## src/rtl/core/skf_pkg.sv

```systemverilog
// Shared types, constants and the sequencer microprogram of the scalar Kalman filter.
// Used by skf_datapath, scalar_kalman_filter_top and skf_checker; no dependencies.
`timescale 1ns / 1ps

package skf_pkg;

  // Default geometry of the Q format
  localparam int DATA_WIDTH_DEF = 32;
  localparam int FRAC_BITS_DEF  = 16;

  // Gain is unsigned Q1.16 regardless of data format
  localparam int GAIN_FRAC = 16;
  localparam int GAIN_W    = GAIN_FRAC + 1;
  localparam logic [GAIN_W-1:0] GAIN_ONE = GAIN_W'(1) << GAIN_FRAC;

  // Division loop counter
  localparam int LOOP_CNT_W = $clog2(GAIN_FRAC);
  localparam logic [LOOP_CNT_W-1:0] DIV_LOOP_LAST = LOOP_CNT_W'(GAIN_FRAC - 1);

  // Configuration register index
  localparam int CFG_IDX_W = 2;
  typedef enum logic [CFG_IDX_W-1:0] {
    REG_PROCESS_NOISE = 2'd0,
    REG_MEAS_NOISE    = 2'd1,
    REG_INIT_EST      = 2'd2
  } cfg_reg_t;

  // Datapath operations, one per microinstruction
  typedef enum logic [3:0] {
    OP_NOP,
    OP_LOAD,
    OP_GROW,
    OP_DENOM,
    OP_DIV_INIT,
    OP_DIV_STEP,
    OP_GAIN_FIX,
    OP_MUL_HI,
    OP_MUL_LO,
    OP_SUM,
    OP_EST,
    OP_MUL_COV,
    OP_COV
  } dp_op_t;

  // Sequencing conditions
  typedef enum logic [2:0] {
    C_NEXT,
    C_WAIT_IN,
    C_LOOP,
    C_WAIT_OUT,
    C_JUMP
  } seq_cond_t;

  // Program counter and step addresses
  localparam int PC_W = 4;
  typedef logic [PC_W-1:0] pc_t;

  localparam pc_t STEP_WAIT     = 4'd0;
  localparam pc_t STEP_GROW     = 4'd1;
  localparam pc_t STEP_DENOM    = 4'd2;
  localparam pc_t STEP_DIV_INIT = 4'd3;
  localparam pc_t STEP_DIV_LOOP = 4'd4;
  localparam pc_t STEP_GAIN_FIX = 4'd5;
  localparam pc_t STEP_MUL_HI   = 4'd6;
  localparam pc_t STEP_MUL_LO   = 4'd7;
  localparam pc_t STEP_SUM      = 4'd8;
  localparam pc_t STEP_EST      = 4'd9;
  localparam pc_t STEP_MUL_COV  = 4'd10;
  localparam pc_t STEP_COV      = 4'd11;
  localparam pc_t STEP_EMIT     = 4'd12;

  // One microinstruction
  typedef struct packed {
    dp_op_t    op;
    seq_cond_t cond;
    logic      cnt_load;
    pc_t       target;
  } ucode_t;

  // Control bundle from sequencer to datapath
  typedef struct packed {
    dp_op_t op;
    logic   restart;
  } dp_ctrl_t;

  // Microprogram ROM
  function automatic ucode_t ucode_rom(input pc_t pc);
    ucode_t w;
    w = '{op: OP_NOP, cond: C_JUMP, cnt_load: 1'b0, target: STEP_WAIT};
    unique case (pc)
      STEP_WAIT:     w = '{OP_LOAD,     C_WAIT_IN,  1'b0, STEP_WAIT};
      STEP_GROW:     w = '{OP_GROW,     C_NEXT,     1'b0, STEP_WAIT};
      STEP_DENOM:    w = '{OP_DENOM,    C_NEXT,     1'b0, STEP_WAIT};
      STEP_DIV_INIT: w = '{OP_DIV_INIT, C_NEXT,     1'b1, STEP_WAIT};
      STEP_DIV_LOOP: w = '{OP_DIV_STEP, C_LOOP,     1'b0, STEP_DIV_LOOP};
      STEP_GAIN_FIX: w = '{OP_GAIN_FIX, C_NEXT,     1'b0, STEP_WAIT};
      STEP_MUL_HI:   w = '{OP_MUL_HI,   C_NEXT,     1'b0, STEP_WAIT};
      STEP_MUL_LO:   w = '{OP_MUL_LO,   C_NEXT,     1'b0, STEP_WAIT};
      STEP_SUM:      w = '{OP_SUM,      C_NEXT,     1'b0, STEP_WAIT};
      STEP_EST:      w = '{OP_EST,      C_NEXT,     1'b0, STEP_WAIT};
      STEP_MUL_COV:  w = '{OP_MUL_COV,  C_NEXT,     1'b0, STEP_WAIT};
      STEP_COV:      w = '{OP_COV,      C_NEXT,     1'b0, STEP_WAIT};
      STEP_EMIT:     w = '{OP_NOP,      C_WAIT_OUT, 1'b0, STEP_WAIT};
      default:       w = '{OP_NOP,      C_JUMP,     1'b0, STEP_WAIT};
    endcase
    return w;
  endfunction

endpackage

```

## src/rtl/core/skf_datapath.sv

```systemverilog
// Arithmetic datapath of the scalar Kalman filter: state, divider, shared multiplier.
// Driven one operation per cycle by the microsequencer; depends on skf_pkg.
`timescale 1ns / 1ps

module skf_datapath #(
  parameter int DATA_WIDTH = skf_pkg::DATA_WIDTH_DEF,
  parameter int FRAC_BITS  = skf_pkg::FRAC_BITS_DEF
) (
  input  logic                              clk,
  input  logic                              rst,
  input  skf_pkg::dp_ctrl_t                 ctrl,
  input  logic signed [DATA_WIDTH-1:0]      measurement,
  input  logic        [DATA_WIDTH-1:0]      process_noise,
  input  logic        [DATA_WIDTH-1:0]      measurement_noise,
  input  logic signed [DATA_WIDTH-1:0]      initial_estimate,
  output logic signed [DATA_WIDTH-1:0]      est_value,
  output logic        [skf_pkg::GAIN_W-1:0] gain
);

  localparam int W  = DATA_WIDTH;
  localparam int GW = skf_pkg::GAIN_W;
  localparam int GF = skf_pkg::GAIN_FRAC;
  localparam int PW = W + GW;

  localparam logic [63:0]   ONE_WIDE = 64'd1 << FRAC_BITS;
  localparam logic [W-1:0]  VAL_ONE  = ONE_WIDE[W-1:0];
  localparam logic [PW-1:0] RND_HALF = PW'(1) << (GF - 1);

  // Filter state
  logic [W-1:0]    est;
  logic [W-1:0]    cov;

  // Working registers
  logic [W-1:0]    meas;
  logic [W-1:0]    p;
  logic [W:0]      denom;
  logic [W:0]      mag;
  logic            neg;
  logic [W+1:0]    rem;
  logic [GW-1:0]   quo;
  logic [PW-1:0]   prod;
  logic [W+1:0]    delta;

  // Combinational terms
  logic [W:0]      cov_sum;
  logic [W:0]      res;
  logic [W:0]      res_mag;
  logic [W+1:0]    div_in;
  logic [W+1:0]    div_den;
  logic            div_ge;
  logic [W+1:0]    div_diff;
  logic [W:0]      mag_hi;
  logic [W-1:0]    mul_a;
  logic [GW-1:0]   mul_b;
  logic [PW-1:0]   mul_p;
  logic [PW-1:0]   prod_rnd;
  logic [W+2:0]    est_ext;
  logic [W+2:0]    delta_ext;
  logic [W+2:0]    est_new;
  logic            est_ovf;
  logic [W-1:0]    est_sat;

  // Covariance growth with saturation
  assign cov_sum = {1'b0, cov} + {1'b0, process_noise};

  // Residual and its magnitude
  assign res     = {meas[W-1], meas} - {est[W-1], est};
  assign res_mag = res[W] ? (~res + (W+1)'(1)) : res;

  // Restoring divider step: first compare is unshifted, the rest shift by one
  assign div_in   = (ctrl.op == skf_pkg::OP_DIV_INIT) ? {2'b00, p} : {rem[W:0], 1'b0};
  assign div_den  = {1'b0, denom};
  assign div_ge   = (div_in >= div_den);
  assign div_diff = div_in - div_den;

  // Shared multiplier operand select
  assign mag_hi = mag >> GF;
  always_comb begin
    mul_a = '0;
    mul_b = '0;
    unique case (ctrl.op)
      skf_pkg::OP_MUL_HI: begin
        mul_a = mag_hi[W-1:0];
        mul_b = quo;
      end
      skf_pkg::OP_MUL_LO: begin
        mul_a = W'(mag[GF-1:0]);
        mul_b = quo;
      end
      skf_pkg::OP_MUL_COV: begin
        mul_a = p;
        mul_b = skf_pkg::GAIN_ONE - quo;
      end
      default: begin
        mul_a = '0;
        mul_b = '0;
      end
    endcase
  end
  assign mul_p = {{GW{1'b0}}, mul_a} * {{W{1'b0}}, mul_b};

  // Round half up of the registered product
  assign prod_rnd = prod + RND_HALF;

  // Estimate update with saturation to the signed range
  assign est_ext   = {{3{est[W-1]}}, est};
  assign delta_ext = {1'b0, delta};
  assign est_new   = neg ? (est_ext - delta_ext) : (est_ext + delta_ext);
  assign est_ovf   = !((&est_new[W+2:W-1]) || (~|est_new[W+2:W-1]));
  assign est_sat   = {est_new[W+2], {(W-1){~est_new[W+2]}}};

  // State registers
  always_ff @(posedge clk) begin
    if (rst) begin
      est <= '0;
      cov <= VAL_ONE;
    end else if (ctrl.restart) begin
      est <= initial_estimate;
      cov <= VAL_ONE;
    end else begin
      if (ctrl.op == skf_pkg::OP_EST) begin
        est <= est_ovf ? est_sat : est_new[W-1:0];
      end
      if (ctrl.op == skf_pkg::OP_COV) begin
        cov <= prod_rnd[W+GF-1:GF];
      end
    end
  end

  // Working registers
  always_ff @(posedge clk) begin
    unique case (ctrl.op)
      skf_pkg::OP_LOAD: meas <= measurement;
      skf_pkg::OP_GROW: p <= cov_sum[W] ? {W{1'b1}} : cov_sum[W-1:0];
      skf_pkg::OP_DENOM: begin
        denom <= {1'b0, p} + {1'b0, measurement_noise};
        neg   <= res[W];
        mag   <= res_mag;
      end
      skf_pkg::OP_DIV_INIT,
      skf_pkg::OP_DIV_STEP: begin
        rem <= div_ge ? div_diff : div_in;
        quo <= {quo[GW-2:0], div_ge} & {GW{ctrl.op == skf_pkg::OP_DIV_STEP}}
             | {{(GW-1){1'b0}}, div_ge};
      end
      skf_pkg::OP_GAIN_FIX: if (denom == '0) quo <= '0;
      skf_pkg::OP_MUL_HI: prod <= mul_p;
      skf_pkg::OP_MUL_LO: begin
        delta <= prod[W+1:0];
        prod  <= mul_p;
      end
      skf_pkg::OP_SUM: delta <= delta + {1'b0, prod_rnd[PW-1:GF]};
      skf_pkg::OP_MUL_COV: prod <= mul_p;
      default: ;
    endcase
  end

  assign est_value = est;
  assign gain      = quo;

endmodule

```

## src/rtl/core/scalar_kalman_filter_top.sv

```systemverilog
// One measurement at a time: a new one is taken only after the previous result has gone
// through the restoring division for the gain and into the output register.
// Output register lets a result wait while the next measurement is taken.
// Reset: Q = 0.1, R = 1.0, estimate 0, covariance 1.0; an initial_estimate write
// restarts the filter. Depends on skf_pkg and skf_datapath.
`timescale 1ns / 1ps

module scalar_kalman_filter_top #(
  parameter int DATA_WIDTH = skf_pkg::DATA_WIDTH_DEF,
  parameter int FRAC_BITS  = skf_pkg::FRAC_BITS_DEF
) (
  input  logic                              clk,
  input  logic                              rst,
  // measurement channel
  input  logic                              in_valid,
  output logic                              in_ready,
  input  logic signed [DATA_WIDTH-1:0]      measurement,
  // result channel
  output logic                              out_valid,
  input  logic                              out_ready,
  output logic signed [DATA_WIDTH-1:0]      filtered_value,
  output logic        [skf_pkg::GAIN_W-1:0] gain_used,
  // configuration channel
  input  logic                              cfg_valid,
  output logic                              cfg_ready,
  input  logic [skf_pkg::CFG_IDX_W-1:0]     cfg_index,
  input  logic [DATA_WIDTH-1:0]             cfg_data
);

  localparam int W = DATA_WIDTH;

  localparam logic [63:0]  ONE_WIDE  = 64'd1 << FRAC_BITS;
  localparam logic [63:0]  Q_WIDE    = (ONE_WIDE + 64'd5) / 64'd10;
  localparam logic [W-1:0] VAL_ONE   = ONE_WIDE[W-1:0];
  localparam logic [W-1:0] Q_RESET   = Q_WIDE[W-1:0];

  // Configuration registers
  logic [W-1:0]        process_noise;
  logic [W-1:0]        measurement_noise;

  // Sequencer
  skf_pkg::pc_t                      pc;
  skf_pkg::pc_t                      pc_next;
  skf_pkg::ucode_t                   uword;
  logic [skf_pkg::LOOP_CNT_W-1:0]    cnt;
  logic                              in_fire;
  logic                              cfg_fire;
  logic                              out_load;
  skf_pkg::dp_ctrl_t                 ctrl;

  // Datapath results
  logic signed [W-1:0]               est_value;
  logic [skf_pkg::GAIN_W-1:0]        gain;

  assign uword     = skf_pkg::ucode_rom(pc);
  assign cfg_ready = (pc == skf_pkg::STEP_WAIT);
  assign in_ready  = (pc == skf_pkg::STEP_WAIT) && !cfg_valid;
  assign in_fire   = in_valid && in_ready;
  assign cfg_fire  = cfg_valid && cfg_ready;
  assign out_load  = (uword.cond == skf_pkg::C_WAIT_OUT) && (!out_valid || out_ready);

  // Configuration writes
  always_ff @(posedge clk) begin
    if (rst) begin
      process_noise     <= Q_RESET;
      measurement_noise <= VAL_ONE;
    end else if (cfg_fire) begin
      unique case (cfg_index)
        skf_pkg::REG_PROCESS_NOISE: process_noise     <= cfg_data;
        skf_pkg::REG_MEAS_NOISE:    measurement_noise <= cfg_data;
        // write data goes straight into the estimate on restart
        skf_pkg::REG_INIT_EST:      ;
        default: ;
      endcase
    end
  end

  // Datapath control: hold off the load until a measurement is taken; restart on an initial-estimate write
  always_comb begin
    ctrl.op      = uword.op;
    ctrl.restart = 1'b0;
    if ((uword.cond == skf_pkg::C_WAIT_IN) && !in_fire) begin
      ctrl.op = skf_pkg::OP_NOP;
    end
    if (cfg_fire && (cfg_index == skf_pkg::REG_INIT_EST)) begin
      ctrl.restart = 1'b1;
    end
  end

  // Program counter
  always_ff @(posedge clk) begin
    if (rst) begin
      pc <= skf_pkg::STEP_WAIT;
    end else begin
      pc <= pc_next;
    end
  end

  // Next step
  always_comb begin
    pc_next = pc + skf_pkg::PC_W'(1);
    unique case (uword.cond)
      skf_pkg::C_NEXT:     pc_next = pc + skf_pkg::PC_W'(1);
      skf_pkg::C_WAIT_IN:  pc_next = in_fire ? pc + skf_pkg::PC_W'(1) : pc;
      skf_pkg::C_LOOP:     pc_next = (cnt != '0) ? uword.target : pc + skf_pkg::PC_W'(1);
      skf_pkg::C_WAIT_OUT: pc_next = out_load ? uword.target : pc;
      skf_pkg::C_JUMP:     pc_next = uword.target;
      default:             pc_next = skf_pkg::STEP_WAIT;
    endcase
  end

  // Division loop counter
  always_ff @(posedge clk) begin
    if (rst) begin
      cnt <= '0;
    end else if (uword.cnt_load) begin
      cnt <= skf_pkg::DIV_LOOP_LAST;
    end else if ((uword.cond == skf_pkg::C_LOOP) && (cnt != '0)) begin
      cnt <= cnt - skf_pkg::LOOP_CNT_W'(1);
    end
  end

  skf_datapath #(
    .DATA_WIDTH (DATA_WIDTH),
    .FRAC_BITS  (FRAC_BITS)
  ) u_datapath (
    .clk               (clk),
    .rst               (rst),
    .ctrl              (ctrl),
    .measurement       (measurement),
    .process_noise     (process_noise),
    .measurement_noise (measurement_noise),
    .initial_estimate  (cfg_data),
    .est_value         (est_value),
    .gain              (gain)
  );

  // Output register
  always_ff @(posedge clk) begin
    if (rst) begin
      out_valid <= 1'b0;
    end else if (out_load) begin
      out_valid <= 1'b1;
    end else if (out_ready) begin
      out_valid <= 1'b0;
    end
  end

  always_ff @(posedge clk) begin
    if (out_load) begin
      filtered_value <= est_value;
      gain_used      <= gain;
    end
  end

endmodule

```

## config.mk

```make
export PLATFORM = sky130hd
export DESIGN_NAME = scalar_kalman_filter_top
export DESIGN_NICKNAME = d
export VERILOG_FILES = /design/src/rtl/core/skf_pkg.sv /design/src/rtl/core/skf_datapath.sv /design/src/rtl/core/scalar_kalman_filter_top.sv
export SDC_FILE = /design/constraint.sdc
export NUM_CORES = 2
export LEC_CHECK = 0
export ABC_AREA = 1
export BUFFER_PORTS_ARGS = -buffer_cell sky130_fd_sc_hd__buf_2
export CAP_MARGIN = 15
export CORE_AREA = 2 2 280 282
export CTS_BUF_LIST = sky130_fd_sc_hd__clkbuf_2
export CTS_CLUSTER_DIAMETER = 150
export DETAILED_ROUTE_END_ITERATION = 8
export DIE_AREA = 0 0 282 284
export PLACE_DENSITY = 0.79
export SLEW_MARGIN = 10
export SYNTH_ARGS = -nofsm -noshare
export SYNTH_HDL_FRONTEND = slang
export SYNTH_SLANG_ARGS = --single-unit
```

## constraint.sdc

```tcl
create_clock -name clk -period 15.22 [get_ports clk]
set_input_delay 0.761 -clock clk [delete_from_list [all_inputs] [get_ports clk]]
set_output_delay 0.761 -clock clk [all_outputs]
set_load 0.02 [all_outputs]
```

# Word-level counts from Yosys, hierarchy flattened

Memories as Yosys holds them, arrays and structs flattened. A register that Yosys moved wholly into a read port is not among the register bits.
Cells that the tools add are included.

Bits in registers: 450
ROM bits: 144
Input port bits: 71
Output and inout bits: 52
Logic and storage cells: 116
Memories kept: 1

Add/subtract/negate cells: 12
Multipliers: 1
$lt $le $gt $ge: 1
Equality and inequality tests: 21
Muxes and demuxes: 24
Bitwise gates (word level): 4
Reduce and logical (&&, ||, !) cells: 33

Memory list:

| memory          | depth | width | read ports | clocked after memory_dff | wr ports | RTL line      | text |
|---|---|---|---|---|---|---|---|
| (no name shown) | 16    | 9     | 1          | 1                        | 0        | skf_pkg.sv:90 | `unique case (pc)` |

Operators with widths:

| kind                   | number |
|---|---|
| $mux 32                | 4 |
| $pmux 32 s3            | 1 |
| $pmux 17 s2            | 2 |
| $pmux 34 s2            | 1 |
| $add 32x32->33         | 2 |
| $add 49x16->49 const B | 1 |
| $mul 32x17->49         | 1 |
| $add 35x34->35         | 1 |
| $mux 35                | 1 |
| $sub 35x34->35         | 1 |
| $add 34x33->34         | 1 |
| $ge 34x33->1           | 1 |
| $mux 34                | 1 |
| $add 33x1->33 const B  | 1 |
| $logic_not 33->1       | 1 |
| $mux 33                | 1 |
| $not 33->33            | 1 |
| $sub 32x32->33         | 1 |
| $sub 33x33->33         | 1 |
| $mux 4                 | 8 |
| $eq 4x4->1 const B     | 5 |
| $pmux 4 s5             | 1 |
| $and 17x17->17         | 1 |
| $mux 17                | 1 |
| other kinds (29)       | 56 |

# Depth between registers and ports, before layout

Depth in word-level cells: 12
Depth in mapped cells: 43
Mapped depth without buffers: 42

# Modules after synthesis

A second synthesis with hierarchy kept.

Cell total of the unflattened synthesis: 6580
Area, all modules: 49627.6 um^2

Modules (own cells, without submodules):

| module                   | instances | cells an instance | area an instance (um^2) | seq. area each (um^2) |
|---|---|---|---|---|
| skf_datapath             | 1         | 6098              | 44824.2                 | 9208.8 |
| scalar_kalman_filter_top | 1         | 482               | 4803.4                  | 3113.0 |

# Worst setup path before layout

No wires, ideal clock.

Path type: input to register
Start point: input port cfg_valid
End point: register u_datapath.prod[22] (data pin)
Library setup time: 0.265 ns
Arrival time: 7.229 ns
Required time: 14.955 ns
Setup slack: 7.726 ns
Stages: 34
Buffers on the path: 1
Cells stage by stage: nor4_4 -> nand2_1 -> nand2_2 -> inv_2 -> nor2_2 -> inv_2 -> nor2_8 -> nand2_4 -> nand2_8 -> inv_4 -> nand2_1 -> nand2_1 -> inv_1 -> buf_2 -> nand2_1 -> fa_1 -> inv_1 -> fa_1 -> inv_1 -> fa_1 -> fa_1 -> inv_1 -> ha_1 -> nand2_1 -> nand2_1 -> nand2_1 -> nand3_1 -> a21oi_1 -> nor2_1 -> nor2_1 -> o21ai_0 -> a21oi_1 -> o21ai_0 -> xor2_1

Longest elaborated chain between the ends: 10
Elaborated cells on any way between the ends: 13
Those cells by class: mul: 1; eq/ne: 3; mux: 3; reduce/logical: 6

RTL lines:

| item                                            | RTL line                       | text |
|---|---|---|
| start: declaration                              | scalar_kalman_filter_top.sv:24 | `input logic cfg_valid,` |
| $logic_not 1->1 (*)                             | scalar_kalman_filter_top.sv:57 | `assign in_ready = (pc == skf_pkg::STEP_WAIT) && !cfg_valid;` |
| $logic_and 1x1->1 (*)                           | scalar_kalman_filter_top.sv:57 |  |
| $logic_and 1x1->1 (*)                           | scalar_kalman_filter_top.sv:58 | `assign in_fire = in_valid && in_ready;` |
| $logic_not 1->1 (*)                             | scalar_kalman_filter_top.sv:82 | `if ((uword.cond == skf_pkg::C_WAIT_IN) && !in_fire) begin` |
| $logic_and 1x1->1 (*)                           | scalar_kalman_filter_top.sv:82 |  |
| $mux 4 (*)                                      | scalar_kalman_filter_top.sv:82 |  |
| $eq 4x3->1 / $eq 4x4->1 (equally long branches) | skf_datapath.sv:81             | `unique case (ctrl.op)` |
| $reduce_or 2->1 (no line)                       | -                              |  |
| $pmux 17 s2                                     | skf_datapath.sv:81             |  |
| $mul 32x17->49 (*)                              | skf_datapath.sv:100            | `assign mul_p = {{GW{1'b0}}, mul_a} * {{W{1'b0}}, mul_b};` |
| via u_datapath.mul_p[22]                        | skf_datapath.sv:55             | `logic [PW-1:0] mul_p;` |
| end signal: assignment                          | skf_datapath.sv:147            | `skf_pkg::OP_MUL_HI: prod <= mul_p;` |
| end signal: assignment                          | skf_datapath.sv:150            | `prod <= mul_p;` |
| end signal: assignment                          | skf_datapath.sv:153            | `skf_pkg::OP_MUL_COV: prod <= mul_p;` |
| end: declaration                                | skf_datapath.sv:41             | `logic [PW-1:0] prod;` |

Mark *: on every way through the listed nets, which the timed path passes. The rest lies on a longest branch.
A chain may end at the register's enable or synchronous reset.

# Worst setup path in the final report

Start point: register pc[0]
End point: register u_datapath.prod[44] (data pin)

Longest elaborated chain between the ends: 10
Elaborated cells on any way between the ends: 13
Those cells by class: mul: 1; eq/ne: 3; mux: 3; reduce/logical: 6

RTL lines:

| item                                            | RTL line                       | text |
|---|---|---|
| start: declaration                              | scalar_kalman_filter_top.sv:42 | `skf_pkg::pc_t pc;` |
| start signal: assignment                        | scalar_kalman_filter_top.sv:93 | `pc <= skf_pkg::STEP_WAIT;` |
| start signal: assignment                        | scalar_kalman_filter_top.sv:95 | `pc <= pc_next;` |
| $logic_not 4->1 (*)                             | scalar_kalman_filter_top.sv:57 |  |
| $logic_and 1x1->1 (*)                           | scalar_kalman_filter_top.sv:57 |  |
| $logic_and 1x1->1 (*)                           | scalar_kalman_filter_top.sv:58 |  |
| $logic_not 1->1 (*)                             | scalar_kalman_filter_top.sv:82 |  |
| $logic_and 1x1->1 (*)                           | scalar_kalman_filter_top.sv:82 |  |
| $mux 4 (*)                                      | scalar_kalman_filter_top.sv:82 |  |
| $eq 4x3->1 / $eq 4x4->1 (equally long branches) | skf_datapath.sv:81             |  |
| $reduce_or 2->1 (no line)                       | -                              |  |
| $pmux 17 s2                                     | skf_datapath.sv:81             |  |
| $mul 32x17->49 (*)                              | skf_datapath.sv:100            |  |
| via u_datapath.mul_p[44]                        | skf_datapath.sv:55             |  |

Marks and branches as above.

==> reports/qor.csv <==
metric,value,unit
Mapped Cells,6520,
Post-Place Cells,7561,
Setup Skew,0.119,ns
area grow syn2layout,7.13,%
Crit. End Element,flip-flop,
Hold Path Origin,measurement[14],
post-synthesis cell type count,67,
Avg Inst Size Synth,7.60,um^2
dpl hpwl,133000,um
Final Non-Filler Cells,7873,
Final period util,60.4,%
Startpoint Class,flip-flop,
largest net degree at the start of global routing,64,
drt pass-1 iters,8,
max-cap viol count,0,
Setup CP Type,flip-flop to flip-flop,
Sink Count,459,
post-CTS sizing,0,
mean routed wirelength per cell,21.3,um
number of synthesized flops with an enable pin,313,
Layout Nets,7583,
Post-CTS Setup Inserts,0,
met2 Use GR,63.3,%
RD Place Congestion,1.02,
routed vias/inst,5.85,
die span in x,282,um
#FFs+latches synth,459,
Leak,26.7,nW
layout cells sized above 1,7.37,%
# port buffers,122,
Final ANT Viol Nets,0,
initial antenna violation count,6,
PnR worst setup slack,6.02,ns
Tot GR Track Use,42.4,%
CP most frequent cell,inv_1,
CTS hold repair buffers,72,
"Seq/Total Area, Yosys",24.9,%
DRC,0,
Max H-tree Level,4,
final wirelength,168000,um
Critical Path Start,pc[0]$_SDFFE_PP0P_,
Power Density,84.2,nW/um^2
commonest cells in the synthesized netlist,"nand2_1, inv_1, nor2_1, fa_1, a21oi_1",
number of DRC markers in iteration 0,5202,
syn_nets,7376,
CTS tree,yes,
Max-slew headroom,10.9,%
fillcell total,6615,
Crit-path slowest cell,inv_1,
fin. max-slew vios,0,
via count,46000,
Initial Utilization,64.4,%
CP max stage delay,0.84,ns
CP Max Fanout,34,
die footprint,80100,um^2
Slew @ Worst Pin,1.33,ns
Syn Std Cell Area,49600,um^2
GRT Max-Usage Layer,met2,
Period minus WS final,9.20,ns
fmax,0.109,GHz
share of the synthesized area in the top cell type,19.0,%
Setup Slack @ Placement,5.98,ns
post-route cell area,53100,um^2
Root Buffer,clkbuf_2,
vias in the first global route,45400,
clock-pin slew of the registers on the worst-case setup and hold paths,0.10,ns
maximum VDD drop,0.0538,mV
I/O pin total,123,
ys flop type,edfxtp_1,
setup TNS,0,ns
"top cells by area, synth","edfxtp_1, fa_1, nand2_1, inv_1, ha_1",
"Async S/R FF share, synth",0,%
Crit Reg-Reg Startpoint,pc[0]$_SDFFE_PP0P_,
Final Hold Fails,0,
unrepaired setup endpoints after global routing,false,
Yosys top cell by area,edfxtp_1,
Core ar.,77000,um^2
Worst Hold Class,input pin to flip-flop,
outcome,"complete, no violations",
YS warnings,0,
Arrival @ worst endpoint,10.22,ns
grt met1 use,54.4,%
Max clock buf depth,3,
GR Util met3,14.7,%
clock latency on the worst-skew pair,1.38,ns
first-pass GRT wire length,256000,um
Worst EP required,16.24,ns
Die Y,284,um
row count,102,
"count leader, synth",nand2_1,
DP Area,51100,um^2
CTS buffer count,130,
grt total ovfl,0,
Setup-failing EPs final,0,
kinds of logic after synthesis:
family / after synthesis / share of synthesized area (%)
flip-flops: 459 / 24.9
adder cells (fa/ha/maj): 785 / 26.7
XOR/XNOR: 261 / 4.63
buffers and inverters: 1424 / 11.2
AND/OR/NAND/NOR: 2695 / 22.3
AO/OA/AOI/OAI: 896 / 10.3
metrics by stage:
stage	utilization, %	total power, mW	hold slack [ns]
after floorplan	-	2.86	0.426
after global placement	66.4	3.38	0.446
after detailed placement	66.4	3.40	0.460
after CTS	68.9	4.42	0.0213
after global routing	69.0	4.72	0.110
final	69.0	4.47	0.114
worst max-delay path, delay by kind of cell (launching register included):
kind / cells / cell delay [ns]
xor gates and xnor gates: 1 / 0.14
and+or+nand+nor: 11 / 1.75
DFF: 1 / 0.34
adders and majority gates: 8 / 3.64
AOI/OAI and AO/OA: 6 / 1.30
buffers and inverters: 8 / 1.64
sequential cells by signal (all words and copies together) (netlist names), 9 cells and up:
signal and flops:
u_datapath.prod 49, u_datapath.mag 33, uword 9, measurement_noise 32, u_datapath.delta 34, u_datapath.gain 17
u_datapath.denom 33, filtered_value 32, u_datapath.rem 33, process_noise 32, u_datapath.est_value 32, u_datapath.p 32
gain_used 17, u_datapath.cov 32, u_datapath.meas 32
per-layer routing:
layer	wire length, um	share of wire (%)	up-vias
met4	9180	5.5	4
met5	32	0.019	-
met2	72900	43	2669
li1	-	-	21000
met3	22500	13	562
met1	62900	38	21800
placed cells by master (no fill, tap or decap), drive strengths merged, types with 7 or more instances in the layout:
master | Yosys | layout
ha | 330 | 330
buf | 103 | 168
nor4 | 29 | 29
a21boi | 19 | 19
a211oi | 8 | 8
clkbuf | 63 | 189
or2 | 19 | 19
nor3 | 63 | 63
clkinv | 2 | 32
nor2 | 648 | 648
o211ai | 20 | 20
nand3b | 13 | 13
a21o | 30 | 30
o21ai | 317 | 317
nand2 | 1592 | 1592
o31ai | 7 | 7
diode | 0 | 7
xnor2 | 91 | 91
edfxtp | 313 | 313
dlygate4sd3 | 0 | 72
nand3 | 252 | 252
xor2 | 170 | 170
fa | 455 | 455
a21oi | 394 | 394
inv | 1256 | 1261
nand4 | 64 | 64
dfxtp | 146 | 146
o21a | 15 | 15
a31oi | 35 | 35
o21bai | 26 | 26
area by class of cell:
type | instances | area, um^2 | share of cell area, %
Multi-Input combinational cell | 4637 | 31800 | 59.8
Sequential cell | 459 | 12300 | 23.2
Inverter | 1258 | 4720 | 8.90
Timing Repair Buffer | 241 | 1700 | 3.21
Tap cell | 1040 | 1300 | 2.45
Clock buffer | 188 | 941 | 1.77
Clock inverter | 43 | 328 | 0.617
Antenna cell | 7 | 17.5 | 0.0330
worst paths after layout:
path / cells past startpoint / to / slack, ns
setup / recovery: 34 / u_datapath.prod[44]$_DFFE_PN_ / 6.02
hold / removal: 2 / u_datapath.meas[14]$_DFFE_PN_ / 0.11
setup reg to reg: 34 / u_datapath.prod[44]$_DFFE_PN_ / 6.02
hold reg to reg: 2 / u_datapath.cov[0]$_SDFFE_PP0N_ / 0.48
where the power goes:
group          internal [mW]  switching (mW)  leakage [nW]  total (mW)
clock network          0.421           0.594         0.940        1.01
logic                  0.548            1.29          21.8        1.83
registers               1.53          0.0979          4.00        1.62
total                   2.49            1.98          26.7        4.47
(Power assumes the default switching activity.)
